[src/aip_pkg.sv]
// Shared types, character codes and digit decode for the ASCII integer parser.
// No dependencies; imported by aip_step, ascii_integer_parser and the bench.
package aip_pkg;

    // Width of the accumulated value
    localparam int VALUE_WIDTH = 32;
    localparam int CNT_W       = 8;
    localparam int BASE_W      = 5;
    localparam int CH_W        = 8;

    // Output stream tdata: value, then end_offset, padded to bytes
    localparam int OUT_DATA_W  = ((VALUE_WIDTH + CNT_W + 7) / 8) * 8;

    // Configuration register indexes
    localparam logic CFG_BASE_SELECT = 1'b0;
    localparam logic CFG_SIGNED_MODE = 1'b1;

    // Character codes
    localparam logic [CH_W-1:0] CH_ZERO  = 8'h30;  // '0'
    localparam logic [CH_W-1:0] CH_NINE  = 8'h39;  // '9'
    localparam logic [CH_W-1:0] CH_LA    = 8'h61;  // 'a'
    localparam logic [CH_W-1:0] CH_LF    = 8'h66;  // 'f'
    localparam logic [CH_W-1:0] CH_UA    = 8'h41;  // 'A'
    localparam logic [CH_W-1:0] CH_UF    = 8'h46;  // 'F'
    localparam logic [CH_W-1:0] CH_X     = 8'h78;  // 'x'
    localparam logic [CH_W-1:0] CH_MINUS = 8'h2D;  // '-'

    // Bases
    localparam logic [BASE_W-1:0] BASE_OCT = 5'd8;
    localparam logic [BASE_W-1:0] BASE_DEC = 5'd10;
    localparam logic [BASE_W-1:0] BASE_HEX = 5'd16;

    localparam logic [CNT_W-1:0] CNT_MAX = {CNT_W{1'b1}};

    typedef enum logic [2:0] {
        PH_IDLE   = 3'd0,
        PH_LEAD   = 3'd1,
        PH_ZERO   = 3'd2,
        PH_XPEND  = 3'd3,
        PH_DIGITS = 3'd4,
        PH_DONE   = 3'd5
    } phase_t;

    typedef struct packed {
        phase_t                  phase;
        logic [VALUE_WIDTH-1:0]  acc;
        logic [BASE_W-1:0]       base;
        logic                    neg;
        logic [CNT_W-1:0]        cnt;
    } parse_state_t;

    typedef struct packed {
        logic       ok;
        logic [3:0] val;
    } hex_digit_t;

    // Hex digit decode; ok is low for anything outside 0-9, a-f, A-F
    function automatic hex_digit_t hex_value(input logic [CH_W-1:0] c);
        hex_digit_t d;
        d.ok  = 1'b1;
        d.val = 4'd0;
        if (c >= CH_ZERO && c <= CH_NINE)
        begin
            d.val = 4'(c - CH_ZERO);
        end
        else if (c >= CH_LA && c <= CH_LF)
        begin
            d.val = 4'(c - CH_LA) + 4'd10;
        end
        else if (c >= CH_UA && c <= CH_UF)
        begin
            d.val = 4'(c - CH_UA) + 4'd10;
        end
        else
        begin
            d.ok = 1'b0;
        end
        return d;
    endfunction

endpackage

[src/aip_step.sv]
// Next-state logic of the parser: prefix handling, base choice and one
// multiply-add per character. Depends on aip_pkg.
module aip_step
    import aip_pkg::*;
(
    input  parse_state_t            cur,
    input  logic                    start_req,
    input  logic [CH_W-1:0]         ch,
    input  logic [BASE_W-1:0]       base_select,
    input  logic                    signed_mode,
    output parse_state_t            nxt,
    output logic [VALUE_WIDTH-1:0]  value
);

    function automatic logic [CNT_W-1:0] sat_inc(input logic [CNT_W-1:0] c);
        return (c == CNT_MAX) ? c : c + 1'b1;
    endfunction

    hex_digit_t              hd;
    parse_state_t            mid;
    logic                    take;
    logic [VALUE_WIDTH-1:0]  prod;

    assign hd = hex_value(ch);

    // Prefix and phase handling; decides whether this character is a digit try
    always_comb
    begin
        mid  = cur;
        take = 1'b0;
        if (start_req)
        begin
            mid.acc   = '0;
            mid.base  = '0;
            mid.neg   = 1'b0;
            mid.cnt   = '0;
            mid.phase = PH_LEAD;
        end
        if (start_req && signed_mode && ch == CH_MINUS)
        begin
            mid.neg = 1'b1;
            mid.cnt = sat_inc(mid.cnt);
        end
        else
        begin
            unique case (mid.phase)
                PH_LEAD:
                begin
                    if (ch == CH_ZERO)
                    begin
                        mid.cnt   = sat_inc(mid.cnt);
                        mid.phase = PH_ZERO;
                    end
                    else
                    begin
                        mid.base  = (base_select != '0) ? base_select : BASE_DEC;
                        mid.phase = PH_DIGITS;
                        take      = 1'b1;
                    end
                end
                PH_ZERO:
                begin
                    if (ch == CH_X)
                    begin
                        mid.phase = PH_XPEND;
                    end
                    else
                    begin
                        mid.base  = (base_select != '0) ? base_select : BASE_OCT;
                        mid.phase = PH_DIGITS;
                        take      = 1'b1;
                    end
                end
                PH_XPEND:
                begin
                    // the pending 'x' counts only if a hex digit follows
                    if (hd.ok)
                    begin
                        mid.base  = BASE_HEX;
                        mid.cnt   = sat_inc(mid.cnt);
                        mid.phase = PH_DIGITS;
                        take      = 1'b1;
                    end
                    else
                    begin
                        mid.base  = (base_select != '0) ? base_select : BASE_OCT;
                        mid.phase = PH_DONE;
                    end
                end
                PH_DIGITS:
                begin
                    take = 1'b1;
                end
                PH_IDLE, PH_DONE:
                begin
                    take = 1'b0;
                end
                default:
                begin
                    take = 1'b0;
                end
            endcase
        end
    end

    // Single shared multiply-add for the digit
    assign prod = mid.acc * VALUE_WIDTH'(mid.base);

    always_comb
    begin
        nxt = mid;
        if (take)
        begin
            if (hd.ok && ({1'b0, hd.val} < mid.base))
            begin
                nxt.acc = prod + VALUE_WIDTH'(hd.val);
                nxt.cnt = sat_inc(mid.cnt);
            end
            else
            begin
                nxt.phase = PH_DONE;
            end
        end
    end

    // Reported value, negated when a minus was taken
    assign value = nxt.neg ? (VALUE_WIDTH'(0) - nxt.acc) : nxt.acc;

endmodule

[src/ascii_integer_parser.sv]
// ASCII-to-integer parser, one character per beat, with auto base detection.
// Top level: config registers, parse state and output register.
// Depends on aip_pkg and aip_step.
//
// Usage:
//   s_axis carries one character per beat; tuser marks the first character
//   of a new string. Every accepted beat yields exactly one m_axis beat with
//   the running value, the done flag and the consumed-character count.
//   cfg_we/cfg_addr/cfg_wdata write base_select (index 0, 0 = automatic)
//   and signed_mode (index 1); write them only while the stream is idle.
// The result beat is registered; it appears in the cycle after its input beat is accepted.
// Throughput: one character per cycle if m_axis is not stalled; the state
//   update (one multiply by the 5-bit base plus digit add) is combinational.
// Reset: base automatic, unsigned mode, parser idle with value zero; no
//   result is pending.
// Stall: a pending result holds while m_axis_tready is low, and input is
//   refused only then; it reloads in the same cycle the result is taken.
module ascii_integer_parser
    import aip_pkg::*;
(
    input  logic                    clk,
    input  logic                    rst_n,
    // configuration write port
    input  logic                    cfg_we,
    input  logic                    cfg_addr,
    input  logic [BASE_W-1:0]       cfg_wdata,
    // character stream in
    input  logic                    s_axis_tvalid,
    output logic                    s_axis_tready,
    input  logic [CH_W-1:0]         s_axis_tdata,   // [7:0] ch
    input  logic                    s_axis_tuser,   // [0] start_req
    // result stream out
    output logic                    m_axis_tvalid,
    input  logic                    m_axis_tready,
    output logic [OUT_DATA_W-1:0]   m_axis_tdata,   // value, then end_offset
    output logic                    m_axis_tuser    // [0] done_res
);

    logic [BASE_W-1:0]       base_select_reg;
    logic                    signed_mode_reg;
    parse_state_t            state_reg;
    parse_state_t            state_next;
    logic [VALUE_WIDTH-1:0]  value_next;
    logic                    out_valid_reg;
    logic [OUT_DATA_W-1:0]   out_data_reg;
    logic                    out_done_reg;
    logic                    in_beat;

    assign s_axis_tready = !out_valid_reg || m_axis_tready;
    assign in_beat       = s_axis_tvalid && s_axis_tready;

    // Configuration registers
    always_ff @(posedge clk or negedge rst_n)
    begin
        if (!rst_n)
        begin
            base_select_reg <= '0;
            signed_mode_reg <= 1'b0;
        end
        else if (cfg_we)
        begin
            unique case (cfg_addr)
                CFG_BASE_SELECT: base_select_reg <= cfg_wdata;
                CFG_SIGNED_MODE: signed_mode_reg <= cfg_wdata[0];
                default:         base_select_reg <= base_select_reg;
            endcase
        end
    end

    aip_step u_step (
        .cur         (state_reg),
        .start_req   (s_axis_tuser),
        .ch          (s_axis_tdata),
        .base_select (base_select_reg),
        .signed_mode (signed_mode_reg),
        .nxt         (state_next),
        .value       (value_next)
    );

    // Parse state
    always_ff @(posedge clk or negedge rst_n)
    begin
        if (!rst_n)
        begin
            state_reg.phase <= PH_IDLE;
            state_reg.acc   <= '0;
            state_reg.base  <= '0;
            state_reg.neg   <= 1'b0;
            state_reg.cnt   <= '0;
        end
        else if (in_beat)
        begin
            state_reg <= state_next;
        end
    end

    // Result valid
    always_ff @(posedge clk or negedge rst_n)
    begin
        if (!rst_n)
        begin
            out_valid_reg <= 1'b0;
        end
        else if (in_beat)
        begin
            out_valid_reg <= 1'b1;
        end
        else if (m_axis_tready)
        begin
            out_valid_reg <= 1'b0;
        end
    end

    // Result payload
    always_ff @(posedge clk)
    begin
        if (in_beat)
        begin
            out_data_reg <= OUT_DATA_W'({state_next.cnt, value_next});
            out_done_reg <= (state_next.phase == PH_DONE);
        end
    end

    assign m_axis_tvalid = out_valid_reg;
    assign m_axis_tdata  = out_data_reg;
    assign m_axis_tuser  = out_done_reg;

endmodule

[config.mk]
export PLATFORM = sky130hd
export DESIGN_NAME = ascii_integer_parser
export DESIGN_NICKNAME = d
export VERILOG_FILES = /design/src/aip_pkg.sv /design/src/aip_step.sv /design/src/ascii_integer_parser.sv
export SDC_FILE = /design/constraint.sdc
export NUM_CORES = 1
export LEC_CHECK = 0
export BUFFER_PORTS_ARGS = -buffer_cell sky130_fd_sc_hd__buf_4
export CORE_ASPECT_RATIO = 1.1
export CORE_MARGIN = 2
export CORE_UTILIZATION = 30
export DETAILED_ROUTE_END_ITERATION = 10
export SYNTH_ARGS = -nofsm -noshare
export SYNTH_HDL_FRONTEND = slang
export SYNTH_SLANG_ARGS = --single-unit
[constraint.sdc]
create_clock -name clk -period 6.7 [get_ports clk]
set_input_delay 1.005 -clock clk [delete_from_list [all_inputs] [get_ports clk]]
set_output_delay 1.005 -clock clk [all_outputs]
set_load 0.02 [all_outputs]
Word level (Yosys, flattened, before mapping)
Index checks and enable logic that the tools add are counted.

word-level totals
  input bits = 20
  output and inout port bits = 43
  word-level logic and storage cells = 90
  flip-flop bits (word level) = 97

operators by class
  reductions and logical operators = 13
  mux-type cells = 39
  $mul = 1
  order comparisons = 7
  bitwise operators = 1
  equal/unequal tests = 10
  add/sub/neg operators = 9

operator list
  operator                                                                           count
  32-bit two-way mux                                                                 2
  8-bit two-way mux                                                                  7
  49-bit two-way mux                                                                 1
  35-bit two-way mux                                                                 1
  32-bit by 4-bit adder with 32-bit output                                           1
  32-bit by 5-bit multiplier with 32-bit output                                      1
  1-bit by 32-bit subtractor with 32-bit output (first input constant)               1
  5-bit two-way mux                                                                  6
  8-bit by 1-bit adder with 8-bit output (second input constant)                     2
  8-bit by 6-bit == test with 1-bit output (second input constant)                   2
  8-bit == test (second input constant)                                              2
  8-bit by 7-bit >= comparator with 1-bit output (second input constant)             2
  8-bit by 7-bit less-or-equal comparator with 1-bit output (second input constant)  2
  8-bit one-hot mux with 2 select lines                                              1
  5-bit one-hot mux with 3 select lines                                              1
  3-bit two-way mux                                                                  4
  4-bit two-way mux                                                                  3
  4-bit by 1-bit subtractor with 4-bit output (second input constant)                3
  1-bit two-way mux                                                                  11
  3-bit one-hot mux with 3 select lines                                              1
  4-bit adder (second input constant)                                                2
  8-bit by 7-bit == test with 1-bit output (second input constant)                   1
  8-bit by 6-bit >= comparator with 1-bit output (second input constant)             1
  8-bit by 6-bit less-or-equal comparator with 1-bit output (second input constant)  1
  12 further kinds                                                                   21

Logic depth before layout (Yosys ltp)
  word-level depth = 14
  depth in mapped cells = 30
  gate-level depth less buffers = 27

Cells and area by module
Synthesis repeated with hierarchy kept, for this count alone.

second synthesis, totals
  cell total of the unflattened synthesis = 1315
  area total of the unflattened synthesis = 11569.8 µm²

modules (own cells, without submodules)
  module                area an instance (µm²)  seq. area each (µm²)  times used  cells each
  aip_step              8025.2                  0.0                   1           1150
  ascii_integer_parser  3544.6                  2632.5                1           165

Least setup slack after synthesis
No wires, ideal clock.

  path type = input to register
  from = input port s_axis_tdata[1]
  to = register out_data_reg[31] (netlist: m_axis_tdata[31]) (data pin)
  required time = 6.435 ns
  library setup time = 0.265 ns
  path buffers = 2
  data arrival time = 7.737 ns
  cell stages on the path = 28
  setup slack = -1.302 ns
  cell sequence = inv_1 > ha_1 > o21bai_1 > a211oi_1 > o31ai_2 > a21o_1 > a21o_1 > a22o_1 > nand2_1 > clkbuf_1 > nor2_1 > fa_1 > fa_1 > inv_1 > fa_1 > inv_1 > ha_1 > clkbuf_1 > nor4b_1 > a2111oi_0 > o311ai_0 > nand4bb_1 > or4bb_1 > mux2i_4 > nand4_2 > nor3_1 > a41oi_1 > xor2_1

on the way
  longest elaborated chain between the ends = 14
  elaborated cells between the ends (all ways) = 43
  classes of those cells = add/sub: 7; mul: 1; order compare: 7; eq/ne: 3; mux: 20; reduce/logical: 5

ends and longest elaborated chain
  element                                                                                                                      line                              source
  from (decl)                                                                                                                  ascii_integer_parser.sv:30        input logic [CH_W-1:0] s_axis_tdata,
  8-bit by 7-bit >= comparator with 1-bit output or 8-bit by 7-bit less-or-equal comparator with 1-bit output (tied branches)  aip_pkg.sv:70                     else if (c >= CH_UA && c <= CH_UF)
  1-bit logical AND                                                                                                            aip_pkg.sv:70
  1-bit two-way mux                                                                                                            aip_pkg.sv:70
  1-bit two-way mux                                                                                                            aip_pkg.sv:66                     else if (c >= CH_LA && c <= CH_LF)
  1-bit two-way mux                                                                                                            aip_pkg.sv:62                     if (c >= CH_ZERO && c <= CH_NINE)
  5-bit two-way mux                                                                                                            aip_step.sv:77                    if (hd.ok)
  5-bit one-hot mux with 3 select lines                                                                                        aip_step.sv:46                    unique case (mid.phase)
  5-bit two-way mux                                                                                                            aip_step.sv:39                    if (start_req && signed_mode && ch == CH_MINUS)
  32-bit by 5-bit multiplier with 32-bit output or 4-bit by 5-bit < comparator with 1-bit output (tied branches)               aip_step.sv:107, aip_step.sv:114
  32-bit by 4-bit adder with 32-bit output or 1-bit logical AND (tied branches)                                                aip_step.sv:116, aip_step.sv:114
  32-bit two-way mux                                                                                                           aip_step.sv:114                   if (hd.ok && ({1'b0, hd.val} < mid.base))
  35-bit two-way mux                                                                                                           aip_step.sv:112                   if (take)
  1-bit by 32-bit subtractor with 32-bit output                                                                                aip_step.sv:127                   assign value = nxt.neg ? (VALUE_WIDTH'(0) - nxt.acc) : nxt.acc;
  32-bit two-way mux (*)                                                                                                       aip_step.sv:127
  via u_step.value[31]                                                                                                         aip_step.sv:12                    output logic [VALUE_WIDTH-1:0] value
  to (signal assigned)                                                                                                         ascii_integer_parser.sv:119       out_data_reg <= OUT_DATA_W'({state_next.cnt, value_next});
  to (decl)                                                                                                                    ascii_integer_parser.sv:45        logic [OUT_DATA_W-1:0] out_data_reg;

Mark *: on every way through the listed nets, which the timed path passes. The rest lies on a longest branch.
A chain may end at the register's enable or synchronous reset.

Final worst setup path
  from = input port s_axis_tdata[3]
  to = register out_data_reg[30] (netlist: m_axis_tdata[30]) (data pin)

Same word-level chain as after synthesis.

==> impl_metrics.prom <==
# TYPE chip_impl_metric gauge
chip_impl_info{name="outcome",value="finished, violations left"} 1
chip_impl_info{name="violations",value="negative setup slack"} 1
chip_impl_metric{name="synth_async_sr_flop_share",unit="%"} 57.7
chip_impl_metric{name="cpPeakStageDelay",unit="ns"} 0.56
chip_impl_metric{name="multi_input_comb_area",unit="um2"} 8520
chip_impl_metric{name="global_route.overflow_total",unit=""} 0
chip_impl_metric{name="postCtsHoldBufs",unit=""} 0
chip_impl_info{name="rsz0062_at_grt",value="yes"} 1
chip_impl_metric{name="postSynthNetCount",unit=""} 1527
chip_impl_info{name="holdCritPathClass",value="reg2reg"} 1
chip_impl_metric{name="placedInstanceArea",unit="um2"} 14000
chip_impl_metric{name="routed_wire_length_per_instance",unit="um"} 16.3
chip_impl_metric{name="post_route_cells_drive_above_1_share",unit="%"} 32.9
chip_impl_metric{name="io_buffers",unit=""} 62
chip_impl_metric{name="start_util",unit="%"} 30.6
chip_impl_metric{name="synth_top_area_share",unit="%"} 15.5
chip_impl_metric{name="h-tree-depth",unit=""} 3
chip_impl_metric{name="dieWidth",unit="um"} 187
chip_impl_metric{name="yosysSeqAreaShare",unit="%"} 23.7
chip_impl_metric{name="drt_iter0_drc",unit=""} 584
chip_impl_info{name="critical_path.most_common_cell",value="fa_1"} 1
chip_impl_metric{name="track_usage",unit="%"} 18.3
chip_impl_metric{name="area_growth_syn_to_layout",unit="%"} 39.5
chip_impl_metric{name="nFillCells",unit=""} 3586
chip_impl_metric{name="grt_antenna_before_repair",unit=""} 0
chip_impl_metric{name="post-route-util",unit="%"} 42.6
chip_impl_metric{name="die_area",unit="um2"} 38600
chip_impl_metric{name="finalMaxSlewViolations",unit=""} 0
chip_impl_metric{name="fin_hold_ws",unit="ns"} 0.477
chip_impl_info{name="synth-main-ff-cell",value="dfrtp_1"} 1
chip_impl_metric{name="final_nets",unit=""} 1828
chip_impl_metric{name="finalHoldViolCount",unit=""} 0
chip_impl_metric{name="stdcell_area",unit="um2"} 15500
chip_impl_metric{name="placeableCoreArea",unit="um2"} 36400
chip_impl_info{name="cell_types_occupying_the_most_area_after_synthesis",value="fa_1 (15%), dfrtp_1 (13%), edfxtp_1 (11%), ha_1 (8.0%), nor2_1 (7.0%)"} 1
chip_impl_metric{name="critPathRequiredTime",unit="ns"} 6.82
chip_impl_metric{name="final-instance-count-excl-fill",unit=""} 2143
chip_impl_metric{name="wire_length_of_the_first_global_routing_pass",unit="mm"} 56.9
chip_impl_metric{name="routedLengthMet1",unit="mm"} 15.0
chip_impl_metric{name="path_clk_slew",unit="ns"} 0.07
chip_impl_info{name="timing.critical_path.slowest_stage_cell",value="fa_1"} 1
chip_impl_metric{name="synthDistinctLibCells",unit=""} 82
chip_impl_metric{name="max_clock_freq",unit="GHz"} 0.138
chip_impl_metric{name="place_worst_setup_slack",unit="ns"} -1.18
chip_impl_metric{name="post-dp-hpwl",unit="mm"} 26.4
chip_impl_metric{name="synthesis.instances",unit=""} 1350
chip_impl_info{name="tritoncts",value="yes"} 1
chip_impl_metric{name="clock_skew",unit="ns"} 0.00848
chip_impl_metric{name="worst_pin_slew",unit="ns"} 1.25
chip_impl_metric{name="fp-row-count",unit=""} 73
chip_impl_metric{name="finalCritPeriodShare",unit="%"} 108
chip_impl_metric{name="vdd_ir_drop_max",unit="uV"} 138
chip_impl_metric{name="met2RoutedLength",unit="mm"} 17.4
chip_impl_metric{name="layout.area.seq",unit="um2"} 2630
chip_impl_info{name="cts_root_buf",value="clkbuf_16"} 1
chip_impl_metric{name="cts_made_buffers",unit=""} 9
chip_impl_metric{name="leakagePower",unit="nW"} 6.99
chip_impl_metric{name="timing.max_cap.violations",unit=""} 0
chip_impl_metric{name="clock_sink_count",unit=""} 97
chip_impl_metric{name="report.final.setup_viol",unit=""} 21
chip_impl_metric{name="vias",unit=""} 10800
chip_impl_metric{name="finalWorstSetupSlack",unit="ns"} -0.553
chip_impl_metric{name="vias_in_the_first_global_route",unit=""} 11300
chip_impl_metric{name="gp_routability_congestion",unit=""} 0.893
chip_impl_info{name="worst_path_class_setup",value="in2reg"} 1
chip_impl_metric{name="clk_latency",unit="ns"} 0.38
chip_impl_metric{name="largest_register_ffs",unit=""} 49
chip_impl_metric{name="fp.dieH",unit="um"} 206
chip_impl_metric{name="num_antenna_cells",unit=""} 0
chip_impl_metric{name="met3_wl_post_dr",unit="mm"} 1.27
chip_impl_metric{name="via_per_inst",unit=""} 5.04
chip_impl_metric{name="remaining_design_rule_violation_count",unit=""} 0
chip_impl_metric{name="avgSynthCellArea",unit="um2"} 8.23
chip_impl_metric{name="overall_power_after_layout",unit="mW"} 1.79
chip_impl_info{name="critPathLaunchType",value="input port"} 1
chip_impl_metric{name="pin_count",unit=""} 63
chip_impl_info{name="highest_layer",value="met4"} 1
chip_impl_metric{name="power_density",unit="nW/um2"} 116
chip_impl_metric{name="mappedNetlistArea",unit="um2"} 11100
chip_impl_metric{name="dp.cells",unit=""} 2087
chip_impl_metric{name="ys_ff_latch",unit=""} 97
chip_impl_info{name="synth_largest_area_cell",value="fa_1"} 1
chip_impl_info{name="post_synth_most_frequent_cells",value="nor2_1 (207), inv_1 (168), nand2_1 (141)"} 1
chip_impl_metric{name="slew-limit-headroom",unit="%"} 16.5
chip_impl_metric{name="yosysWarningCount",unit=""} 0
chip_impl_metric{name="largest_net_degree_at_the_start_of_global_routing",unit=""} 57
chip_impl_metric{name="worst-endpoint-arrival",unit="ns"} 7.38
chip_impl_metric{name="max-clock-path-buffers",unit=""} 2
chip_impl_metric{name="timing.final.crit_period",unit="ns"} 7.25
chip_impl_info{name="synth_most_common_cell",value="nor2_1"} 1
chip_impl_metric{name="number_of_enable_type_register_cells_in_the_synthesized_netlist",unit=""} 41
chip_impl_metric{name="worstPathMaxFanout",unit=""} 7
chip_impl_metric{name="antenna_left",unit=""} 0
chip_impl_metric{name="wirelength",unit="mm"} 34.9
chip_impl_metric{name="drt_pass1_iterations",unit=""} 5
chip_impl_metric{name="timing.setup.tns",unit="ns"} -7.33
chip_impl_info{name="critPathCaptureType",value="register"} 1
-- power breakdown --
group,leakage (nW),internal [mW],switching (mW)
Sequential,1.16,0.657,0.0260
Clock,0.143,0.300,0.250
Combinational,5.68,0.240,0.318
-- repair_timing --
action                     in CTS  in global routing
gates resized for setup       101                 75
setup endpoints to repair      32                 37
setup buffers                  25                 15
pin swaps                      39                 57
gates cloned                    1                  2
-- worst paths after layout --
path | from | to | slack, ns | depth (start not counted)
worst max-delay path | s_axis_tdata[3] | m_axis_tdata[30]$_DFFE_PP_ | -0.55 | 29
worst min-delay path | state_reg[13]$_DFFE_PN0P_ | state_reg[13]$_DFFE_PN0P_ | 0.48 | 2
worst max register to register | state_reg[48]$_DFFE_PN0P_ | m_axis_tdata[30]$_DFFE_PP_ | -0.08 | 26
worst min register to register | state_reg[13]$_DFFE_PN0P_ | state_reg[13]$_DFFE_PN0P_ | 0.48 | 2
max in group asynchronous | rst_n | state_reg[11]$_DFFE_PN0P_ | 5.43 | 1
min in group asynchronous | rst_n | signed_mode_reg$_DFFE_PN0P_ | 0.72 | 1
-- area by class of cell --
class	instances	area share [%]
clock buffers	10	1.54
multi-input cells	1026	55.0
clock inverters	6	0.428
repair buffers	349	18.0
well taps	487	3.93
inverters	168	4.07
flip-flops and latches	97	17.0
-- routing by layer --
layer / vias up / global-route usage (%)
li1: 5150 / -
met1: 5308 / 22.2
met2: 256 / 32.8
met3: 83 / 2.18
met4: 0 / 8.13
met5: - / 0
-- cell families (layout without fill, tap and decap cells) --
family / after synthesis / in the layout / synth area share (%)
xor+xnor: 66 / 66 / 5.20
flops: 97 / 97 / 23.7
buf+inv: 227 / 533 / 7.93
compound gates: 263 / 263 / 15.3
simple gates: 510 / 510 / 21.2
fa+ha+maj: 157 / 157 / 23.5
mux: 30 / 30 / 3.15
-- worst max-delay path: cells and delay by family --
| family | cells | cell delay, ns |
|---|---|---|
| simple gates | 8 | 2.10 |
| fa+ha+maj | 4 | 1.83 |
| xor+xnor | 1 | 0.20 |
| mux | 1 | 0.19 |
| compound gates | 9 | 1.40 |
| buf+inv | 6 | 0.65 |
-- layout by cell type (no fill, tap or decap), types with 10 or more instances in the layout --
master,synthesis,layout
inv_2,0,13
nor2b_1,14,12
xnor2_1,41,37
o21ai_2,1,11
buf_6,3,17
nand2_1,141,134
a22o_1,10,10
ha_1,71,54
inv_1,168,155
buf_4,0,324
xor2_1,25,21
a31oi_1,13,11
ha_4,0,16
clkbuf_16,0,10
mux2_2,16,16
a21oi_2,2,10
o21ai_1,6,10
a21oi_1,61,50
fa_1,86,85
nand3_1,23,22
dfrtp_1,56,56
nor3_1,24,17
edfxtp_1,41,41
nand4_1,13,13
o21ai_0,78,60
nand2b_1,14,13
nor2_1,207,193
(Power assumes the default switching activity.)
